<file path="src/rtl/urr_pkg.sv">
`timescale 1ns / 1ps
// ---------------------------------------------------------------------------
// urr_pkg
// Types and constants shared by the UART receive ring and its checker.
// ---------------------------------------------------------------------------
package urr_pkg;

   typedef enum logic [1:0] {
      MODE_RECEIVE = 2'd0,
      MODE_POP     = 2'd1,
      MODE_FLAGS   = 2'd2,
      MODE_COUNT   = 2'd3
   } mode_type;

   localparam int unsigned FLAG_W      = 5;
   localparam int unsigned COUNT_W     = 16;
   localparam int unsigned BYTE_W      = 8;

   localparam int unsigned FLAG_PARITY  = 0;
   localparam int unsigned FLAG_FRAMING = 1;
   localparam int unsigned FLAG_NOISE   = 2;
   localparam int unsigned FLAG_OVERRUN = 3;
   localparam int unsigned FLAG_RING_OVF = 4;

   localparam logic [COUNT_W-1:0] COUNT_MAX = {COUNT_W{1'b1}};

   typedef struct packed {
      mode_type          mode;
      logic              byte_present;
      logic [BYTE_W-1:0] rx_data;
      logic              parity_error;
      logic              framing_error;
      logic              noise_error;
      logic              overrun_error;
   } req_type;

   typedef struct packed {
      logic               read_valid;
      logic [BYTE_W-1:0]  read_byte;
      logic [FLAG_W-1:0]  error_flags;
      logic [COUNT_W-1:0] overflow_total;
      logic               dropped;
   } rsp_type;

endpackage

</file>
<file path="src/rtl/uart_rx_ring_with_error_flags.sv">
`timescale 1ns / 1ps
// ---------------------------------------------------------------------------
// uart_rx_ring_with_error_flags
// Receive buffer behind a UART: byte ring with one empty slot, sticky line
// error flags and a saturating dropped-byte counter.
// ---------------------------------------------------------------------------
// One command is taken per clock cycle (busy stays low) and its result shows
// on rsp_valid in the cycle after the transfer, since a pop reads the
// ring memory through its registered read port. The ring holds RING_DEPTH-1
// bytes; a byte arriving on a full ring is dropped and counted. Results
// cannot be held off, so the receiver must take each one in its strobe cycle.
// Ring contents need no clearing after reset: only written slots are popped.
module uart_rx_ring_with_error_flags #(
   parameter int unsigned RING_DEPTH = 256
) (
   input  logic            clock,
   input  logic            reset,
   input  logic            start,
   output logic            busy,
   input  urr_pkg::req_type req_payload,
   output logic            rsp_valid,
   output urr_pkg::rsp_type rsp_payload
);

   localparam int unsigned PTR_W = $clog2(RING_DEPTH);
   localparam logic [PTR_W-1:0] LAST_POS = PTR_W'(RING_DEPTH - 1);

   logic [PTR_W-1:0]                 wr_pos_ff, wr_pos_in;
   logic [PTR_W-1:0]                 rd_pos_ff, rd_pos_in;
   logic [urr_pkg::FLAG_W-1:0]       flags_ff, flags_in;
   logic [urr_pkg::COUNT_W-1:0]      count_ff, count_in;

   logic                             rsp_valid_ff;
   logic                             pop_hit_ff, pop_hit_in;
   logic [urr_pkg::FLAG_W-1:0]       flags_out_ff, flags_out_in;
   logic [urr_pkg::COUNT_W-1:0]      total_out_ff, total_out_in;
   logic                             dropped_ff, dropped_in;

   logic                             accept;
   logic [PTR_W-1:0]                 wr_next, rd_next;
   logic                             full, empty;
   logic                             ram_we, ram_re;
   logic [urr_pkg::BYTE_W-1:0]       ram_rdata;

   assign busy   = 1'b0;
   assign accept = start & ~busy;

   assign wr_next = (wr_pos_ff == LAST_POS) ? '0 : wr_pos_ff + 1'b1;
   assign rd_next = (rd_pos_ff == LAST_POS) ? '0 : rd_pos_ff + 1'b1;
   assign full    = (wr_next == rd_pos_ff);
   assign empty   = (rd_pos_ff == wr_pos_ff);

   always_comb begin
      wr_pos_in    = wr_pos_ff;
      rd_pos_in    = rd_pos_ff;
      flags_in     = flags_ff;
      count_in     = count_ff;
      pop_hit_in   = 1'b0;
      flags_out_in = '0;
      total_out_in = '0;
      dropped_in   = 1'b0;
      ram_we       = 1'b0;
      ram_re       = 1'b0;
      if (accept) begin
         unique case (req_payload.mode)
            urr_pkg::MODE_RECEIVE: begin
               flags_in[urr_pkg::FLAG_PARITY]  = flags_ff[urr_pkg::FLAG_PARITY]
                                                 | req_payload.parity_error;
               flags_in[urr_pkg::FLAG_FRAMING] = flags_ff[urr_pkg::FLAG_FRAMING]
                                                 | req_payload.framing_error;
               flags_in[urr_pkg::FLAG_NOISE]   = flags_ff[urr_pkg::FLAG_NOISE]
                                                 | req_payload.noise_error;
               flags_in[urr_pkg::FLAG_OVERRUN] = flags_ff[urr_pkg::FLAG_OVERRUN]
                                                 | req_payload.overrun_error;
               if (req_payload.byte_present) begin
                  if (full) begin
                     if (count_ff != urr_pkg::COUNT_MAX) begin
                        count_in = count_ff + 1'b1;
                     end
                     flags_in[urr_pkg::FLAG_RING_OVF] = 1'b1;
                     dropped_in = 1'b1;
                  end else begin
                     ram_we    = 1'b1;
                     wr_pos_in = wr_next;
                  end
               end
            end
            urr_pkg::MODE_POP: begin
               if (!empty) begin
                  ram_re     = 1'b1;
                  pop_hit_in = 1'b1;
                  rd_pos_in  = rd_next;
               end
            end
            urr_pkg::MODE_FLAGS: begin
               flags_out_in = flags_ff;
               flags_in     = '0;
            end
            urr_pkg::MODE_COUNT: begin
               total_out_in = count_ff;
               count_in     = '0;
            end
            default: begin
            end
         endcase
      end
   end

   always_ff @(posedge clock) begin
      if (reset) begin
         wr_pos_ff    <= '0;
         rd_pos_ff    <= '0;
         flags_ff     <= '0;
         count_ff     <= '0;
         rsp_valid_ff <= 1'b0;
      end else begin
         wr_pos_ff    <= wr_pos_in;
         rd_pos_ff    <= rd_pos_in;
         flags_ff     <= flags_in;
         count_ff     <= count_in;
         rsp_valid_ff <= accept;
      end
   end

   // result payload, qualified by rsp_valid_ff
   always_ff @(posedge clock) begin
      pop_hit_ff   <= pop_hit_in;
      flags_out_ff <= flags_out_in;
      total_out_ff <= total_out_in;
      dropped_ff   <= dropped_in;
   end

   urr_ram #(
      .WIDTH (urr_pkg::BYTE_W),
      .DEPTH (RING_DEPTH)
   ) u_ring (
      .clock   (clock),
      .wr_en   (ram_we),
      .wr_addr (wr_pos_ff),
      .wr_data (req_payload.rx_data),
      .rd_en   (ram_re),
      .rd_addr (rd_pos_ff),
      .rd_data (ram_rdata)
   );

   assign rsp_valid                  = rsp_valid_ff;
   assign rsp_payload.read_valid     = pop_hit_ff;
   assign rsp_payload.read_byte      = pop_hit_ff ? ram_rdata : '0;
   assign rsp_payload.error_flags    = flags_out_ff;
   assign rsp_payload.overflow_total = total_out_ff;
   assign rsp_payload.dropped        = dropped_ff;

endmodule

</file>
<file path="src/rtl/urr_ram.sv">
`timescale 1ns / 1ps
// ---------------------------------------------------------------------------
// urr_ram
// Simple dual-port RAM: one write port, one read port, registered read data.
// ---------------------------------------------------------------------------
module urr_ram #(
   parameter int unsigned WIDTH = 8,
   parameter int unsigned DEPTH = 256
) (
   input  logic                     clock,
   input  logic                     wr_en,
   input  logic [$clog2(DEPTH)-1:0] wr_addr,
   input  logic [WIDTH-1:0]         wr_data,
   input  logic                     rd_en,
   input  logic [$clog2(DEPTH)-1:0] rd_addr,
   output logic [WIDTH-1:0]         rd_data
);

   logic [WIDTH-1:0] mem [DEPTH];
   logic [WIDTH-1:0] rd_data_ff;

   always_ff @(posedge clock) begin
      if (wr_en) begin
         mem[wr_addr] <= wr_data;
      end
      if (rd_en) begin
         rd_data_ff <= mem[rd_addr];
      end
   end

   assign rd_data = rd_data_ff;

endmodule

</file>
<file path="config.mk">
export PLATFORM = sky130hd
export DESIGN_NAME = uart_rx_ring_with_error_flags
export DESIGN_NICKNAME = d
export VERILOG_FILES = /design/src/rtl/urr_pkg.sv /design/src/rtl/uart_rx_ring_with_error_flags.sv /design/src/rtl/urr_ram.sv
export SDC_FILE = /design/constraint.sdc
export NUM_CORES = 2
export LEC_CHECK = 0
export BUFFER_PORTS_ARGS = -buffer_cell sky130_fd_sc_hd__buf_2
export CAP_MARGIN = 30
export CORE_MARGIN = 3
export CORE_UTILIZATION = 40
export CTS_BUF_LIST = sky130_fd_sc_hd__clkbuf_8 sky130_fd_sc_hd__clkbuf_16
export DETAILED_ROUTE_END_ITERATION = 10
export GPL_TIMING_DRIVEN = 0
export PLACE_DENSITY = 0.63
export SYNTH_ARGS = -nofsm -noshare
export SYNTH_HDL_FRONTEND = slang
export SYNTH_HIERARCHICAL = 1
export SYNTH_SLANG_ARGS = --single-unit
export TNS_END_PERCENT = 20
</file>
<file path="constraint.sdc">
create_clock -name clock -period 9.2 [get_ports clock]
set_input_delay 1.84 -clock clock [delete_from_list [all_inputs] [get_ports clock]]
set_output_delay 1.84 -clock clock [all_outputs]
set_load 0.1 [all_outputs]
</file>
Word-level counts from Yosys, hierarchy flattened. Memories as Yosys holds them, arrays and structs flattened. A register that Yosys moved wholly into a read port is not among the register bits. Index checks and enable logic that the tools add are counted. W data, S select, Z words.

Bits in registers: 61. Latch bits: 0. Memory bits (writable): 2048. Memory bits (read-only): 0. Input port bits: 18. Output and inout port bits: 33. Word-level logic and storage cells: 62. Memories kept: 1.

Memory list: u_ring.mem (words 256, bits a word 8, rd ports 1, clocked after Yosys merged registers in 1, write ports 1, line urr_ram.sv:19) `logic [WIDTH-1:0] mem [DEPTH];`.

$add $sub $neg: 3. Multiply operators: 0. Divide/modulo/power cells: 0. $lt $le $gt $ge: 0. Equality and inequality tests: 11. Shift operators: 0. Multiplexer cells: 20. Bitwise operators: 6. Reduce and logical (&&, ||, !) cells: 11.

Operators with widths (number): $mux W16 (3); $pmux W16 S2 (1); $mux W8 (3); $add A16 B1 Y16 const B (1); $add A8 B1 Y8 const B (2); $eq A8 B8 Y1 (2); $eq A8 B8 Y1 const B (2); $ne A16 B16 Y1 const B (1); $mux W1 (12); $pmux W5 S2 (1); $reduce_and A4 Y1 (2); $ne A2 B2 Y1 const B (3); $reduce_and A2 Y1 (3); $reduce_and A3 Y1 (2); $reduce_and A5 Y1 (1); $eq A2 B2 Y1 const B (2); $or A1 B1 Y1 (4); $reduce_bool A2 Y1 (2); $eq A2 B1 Y1 const B (1); $logic_not A2 Y1 (1); $not A1 Y1 (2).

Depth between registers and ports, before layout.
Word-level depth: 9. Depth in mapped cells: 13. Depth with buffers taken out: 9.

Modules after synthesis. The synthesis kept the hierarchy.

Modules (own cells, without submodules): urr_ram (instances 1, cells an instance 3733, area an instance 79636.4 sq um, seq. area each 61739.2 sq um); uart_rx_ring_with_error_flags (instances 1, cells an instance 350, area an instance 3067.9 sq um, seq. area each 1221.2 sq um).

Worst setup path before layout. OpenSTA, ideal clock, no wires.

Kind: input port to flip-flop. Start point: input req_payload[14] (netlist bit). End point: memory u_ring.mem[234][0] (enable). Setup time: 370 ps. Arrival time: 4047 ps. Required time: 8830 ps. Setup slack: 4782 ps. Stages on the path: 10. Path buffers: 4. Cell sequence: clkbuf_1 nor2_1 and3_1 o21ai_1 inv_1 clkbuf_1 buf_1 nand3_1 clkbuf_1 nor2_1.

Longest elaborated chain between the ends: 5.

Ends and longest elaborated chain: start, declared (line uart_rx_ring_with_error_flags.sv:20) `input urr_pkg::req_type req_payload,`; $logic_not A2 Y1 (line uart_rx_ring_with_error_flags.sv:65) `unique case (req_payload.mode)`; $mux W1 (line uart_rx_ring_with_error_flags.sv:65); $mux W1 (line uart_rx_ring_with_error_flags.sv:64) `if (accept) begin`; net ram_we (line uart_rx_ring_with_error_flags.sv:42) `logic ram_we, ram_re;`; $mux W1 (line urr_ram.sv:23) `if (wr_en) begin`; $mux W1 (implied by the code) (line urr_ram.sv:24) `mem[wr_addr] <= wr_data;`; end, declared (line urr_ram.sv:19).

The timed path passes the listed nets, and every way through them passes these cells.

Worst setup path after layout.
Start point: register wr_pos_ff[5]. End point: memory u_ring.mem[136][4] (enable).

Longest elaborated chain between the ends: 9. Elaborated cells between the ends (all ways): 10. Classes of those cells: 1 x add/sub; 2 x eq/ne; 7 x mux.

Ends and longest elaborated chain: start, declared (line uart_rx_ring_with_error_flags.sv:28) `logic [PTR_W-1:0] wr_pos_ff, wr_pos_in;`; start signal, assigned (line uart_rx_ring_with_error_flags.sv:117) `wr_pos_ff <= wr_pos_in;`; $add A8 B1 Y8 or $eq A8 B8 Y1 (tied branches) (line uart_rx_ring_with_error_flags.sv:48) `assign wr_next = (wr_pos_ff == LAST_POS) ? '0 : wr_pos_ff + 1'b1;`; $mux W8 * (line uart_rx_ring_with_error_flags.sv:48); $eq A8 B8 Y1 * (line uart_rx_ring_with_error_flags.sv:50) `assign full = (wr_next == rd_pos_ff);`; $mux W1 * (line uart_rx_ring_with_error_flags.sv:76) `if (full) begin`; $mux W1 * (line uart_rx_ring_with_error_flags.sv:75) `if (req_payload.byte_present) begin`; $mux W1 * (line uart_rx_ring_with_error_flags.sv:65); $mux W1 * (line uart_rx_ring_with_error_flags.sv:64); net ram_we (line uart_rx_ring_with_error_flags.sv:42); $mux W1 * (line urr_ram.sv:23); $mux W1 (implied by the code) * (line urr_ram.sv:24).

Mark *: on every way through the listed nets, which the timed path passes. The rest lies on a longest branch.

==> results.toml <==
[global_routing]
overflow = 0
met3_usage = 0.06435
grt_use_total = 0.2345
grt_pass1_wl_mm = 345.0
grt-busiest-layer = "met2"
use_met1 = 0.3171
grt_max_degree = 161
antenna_found_initial = 14
first_global_vias = 43020
use_met2 = 0.3550

[synthesis]
ys_top_cells_by_area = "edfxtp_1 (75%), mux4_2 (12%), mux2i_1 (1.6%)"
synth_seq_area_share = 0.7613
synth_top_area_cell = "edfxtp_1"
synth-edff-count = 2056
synth_top_area_share = 0.7465
syn_area_sq_um = 82700
synth_cell_types = 85
ys_warn_count = 6
synth_flop_cell = "edfxtp_1"
synth_nets = 4104
syn_avg_cell_area_sq_um = 20.26
synthArstFlopShare = 0
ys_ff_latch = 2117
syn_inst = 4083

[cells_and_area]
finalNetCount = 4447
area_delta_synth_final_pct = 13.92
nFillCells = 17080
final_area_sq_um = 94210
layout_common_cells = "edfxtp_1 (2056), mux4_2 (454), nor2_1 (303)"
layout_commonest_cell = "edfxtp_1"
utilization = 0.4591
drive_gt1_frac = 0.2247

[placed_design]
globalplace.congestion = 1.037
preCtsSetupSlack_ns = 2.826
hpwl_mm = 166.7
place_area_sq_um = 87500
port_buffers = 49

[power_and_ir_drop]
pwr-share-seq = 0.555
p_comb_frac = 0.015
clkPwrFrac = 0.430
irDropWorstVdd_mv = 0.1945
switching_power_mw = 3.920
internal_power_mw = 15.13
p_per_area_nw_per_um2 = 202.2
swShare = 0.2058
p_leak_nw = 28.42

[floorplan]
die_x_um = 460.7
dieArea_sq_um = 212300
ios = 51
core_area_sq_um = 205200
initial_core_util = 0.4030
die_h_um = 460.7
num_rows = 166

[timing]
period_share = 0.6321
maxSlewViolCount = 0
setup_viol = 0
slew_headroom = 0.2224
max_freq_ghz = 0.1720
rsz0062_at_grt = "no"
tns_ns = 0
skew_ns = 0.04085
hold_viol = 0
tightest_slew_ns = 1.156
setup_slack_ns = 3.385
post-route-min-period_ns = 5.815

[detailed_routing]
vias_per_cell = 6.154
dr.pass1.iters = 6
drt_wl_total_mm = 250.5
vias = 44920
ant_nets = 0
drc = 0
wl_per_cell_um = 34.31
drt_iter0_drc = 6797

[setup_path]
path_common_cell = "nand4_1"
slowest_stage = "nor2_1"
required_ns = 9.67
crit_arrival_ns = 6.28
cpPeakStageDelay_ns = 0.95
critPathKind = "reg -> reg"
start_kind = "flip-flop"
critical_path.cell_chain = "buf_2, nand4_1, nor3_1, o21ai_0, nand4_1, o21ai_1, inv_1, clkbuf_1, buf_1, nand3_1, clkbuf_2, nor2_1"
critPathCaptureType = "flip-flop"
cp_max_fo = 10

[cts]
cts_max_path_buffers = 3
path_clk_slew_ns = 0.06
cts_hold_buf = 0
cts_buffers = 206
h-tree-depth = 4
cts_sinks = 2117
cts_tree = "done"
cts-resized-gates = 0
cts_setup_buffers = 0
root_buffer = "clkbuf_16"
clock_latency_ns = 0.87

[run_status]
status = "finished clean"

[run]
max_cap_viol_count = 0

[worst_hold_path]
hold_class = "reg -> reg"
==> flip-flops by register name (all words and copies together) (netlist names) <==
signal and flops:
count_ff 16, dropped_ff 1, flags_ff 5, flags_out_ff 5, pop_hit_ff 1, rd_pos_ff 8, rsp_valid 1, total_out_ff 16
u_ring/mem 2048, u_ring/rd_data 8, wr_pos_ff 8
==> synth_stat cells, types with 37 or more instances <==
master,instances
edfxtp_1,2056
mux4_2,454
nor2_1,303
mux2i_1,136
a22oi_1,133
clkbuf_1,127
a21oi_1,119
dfxtp_1,61
nand2_1,61
nand3_1,46
o221ai_1,46
nor2b_1,37
==> final timing paths <==
check                            start                            to  slack [ns]  depth (start not counted)
min reg2reg   flags_ff[1]$_SDFFE_PP0P_      flags_ff[1]$_SDFFE_PP0P_        0.46                          2
min           flags_ff[1]$_SDFFE_PP0P_      flags_ff[1]$_SDFFE_PP0P_        0.46                          2
max          wr_pos_ff[5]$_SDFFE_PP0P_  u_ring/mem[136][4]$_DFFE_PP_        3.39                         12
max reg2reg  wr_pos_ff[5]$_SDFFE_PP0P_  u_ring/mem[136][4]$_DFFE_PP_        3.39                         12
==> per-layer routing <==
metal	share of wire	vias to the layer above
met5	0.000076	-
met4	0.051	2
met3	0.12	542
met2	0.46	2885
met1	0.37	23850
li1	-	17650
==> logic make-up after synthesis <==
logic type,share of synthesized area
compound gates,0.04054
buf+inv,0.01959
mux,0.1409
flops,0.7613
xor+xnor,0.002178
simple gates,0.03505
fa+ha+maj,0.0004539
other cells,0.00004534
==> critical path: cells and delay by family, from the launching register on <==
family                 cells  cell delay [ns]
buffers and inverters      5             2.27
AND/OR/NAND/NOR            5             2.12
flip-flops                 1             0.71
AO/OA/AOI/OAI              2             0.32
==> metrics by stage <==
stage | hold slack [ns] | total power, mW | std cells
finish | 0.4642 | 19.05 | 7300
global route | 0.4946 | 19.55 | 7291
CTS | 0.4714 | 19.16 | 7276
detailed placement | 0.4586 | 11.06 | 6893
global placement | 0.4437 | 11.07 | 6820
floorplan | 0.4286 | 10.85 | 4083
==> power by group through the flow <==
stage / sequential [mW] / clock (mW) / combinational [mW]
after detailed placement: 10.8 / 0 / 0.288
after global routing: 10.6 / 8.68 / 0.304
after floorplan: 10.8 / 0 / 0.0711
after global placement: 10.8 / 0 / 0.254
final: 10.6 / 8.19 / 0.289
after CTS: 10.6 / 8.30 / 0.288
==> final cells by class <==
type                            count  area [sq um]  share of cell area
Inverter                            7         26.28           0.0002789
Clock buffer                      213          5251             0.05574
Antenna cell                       11         27.53           0.0002922
Buffer                            261          1613             0.01712
Multi-Input combinational cell   1698         18130              0.1924
Tap cell                         2688          3363             0.03570
Clock inverter                    170          1341             0.01424
Timing Repair Buffer              135          1499             0.01591
Sequential cell                  2117         62960              0.6683
(Power assumes the default switching activity.)
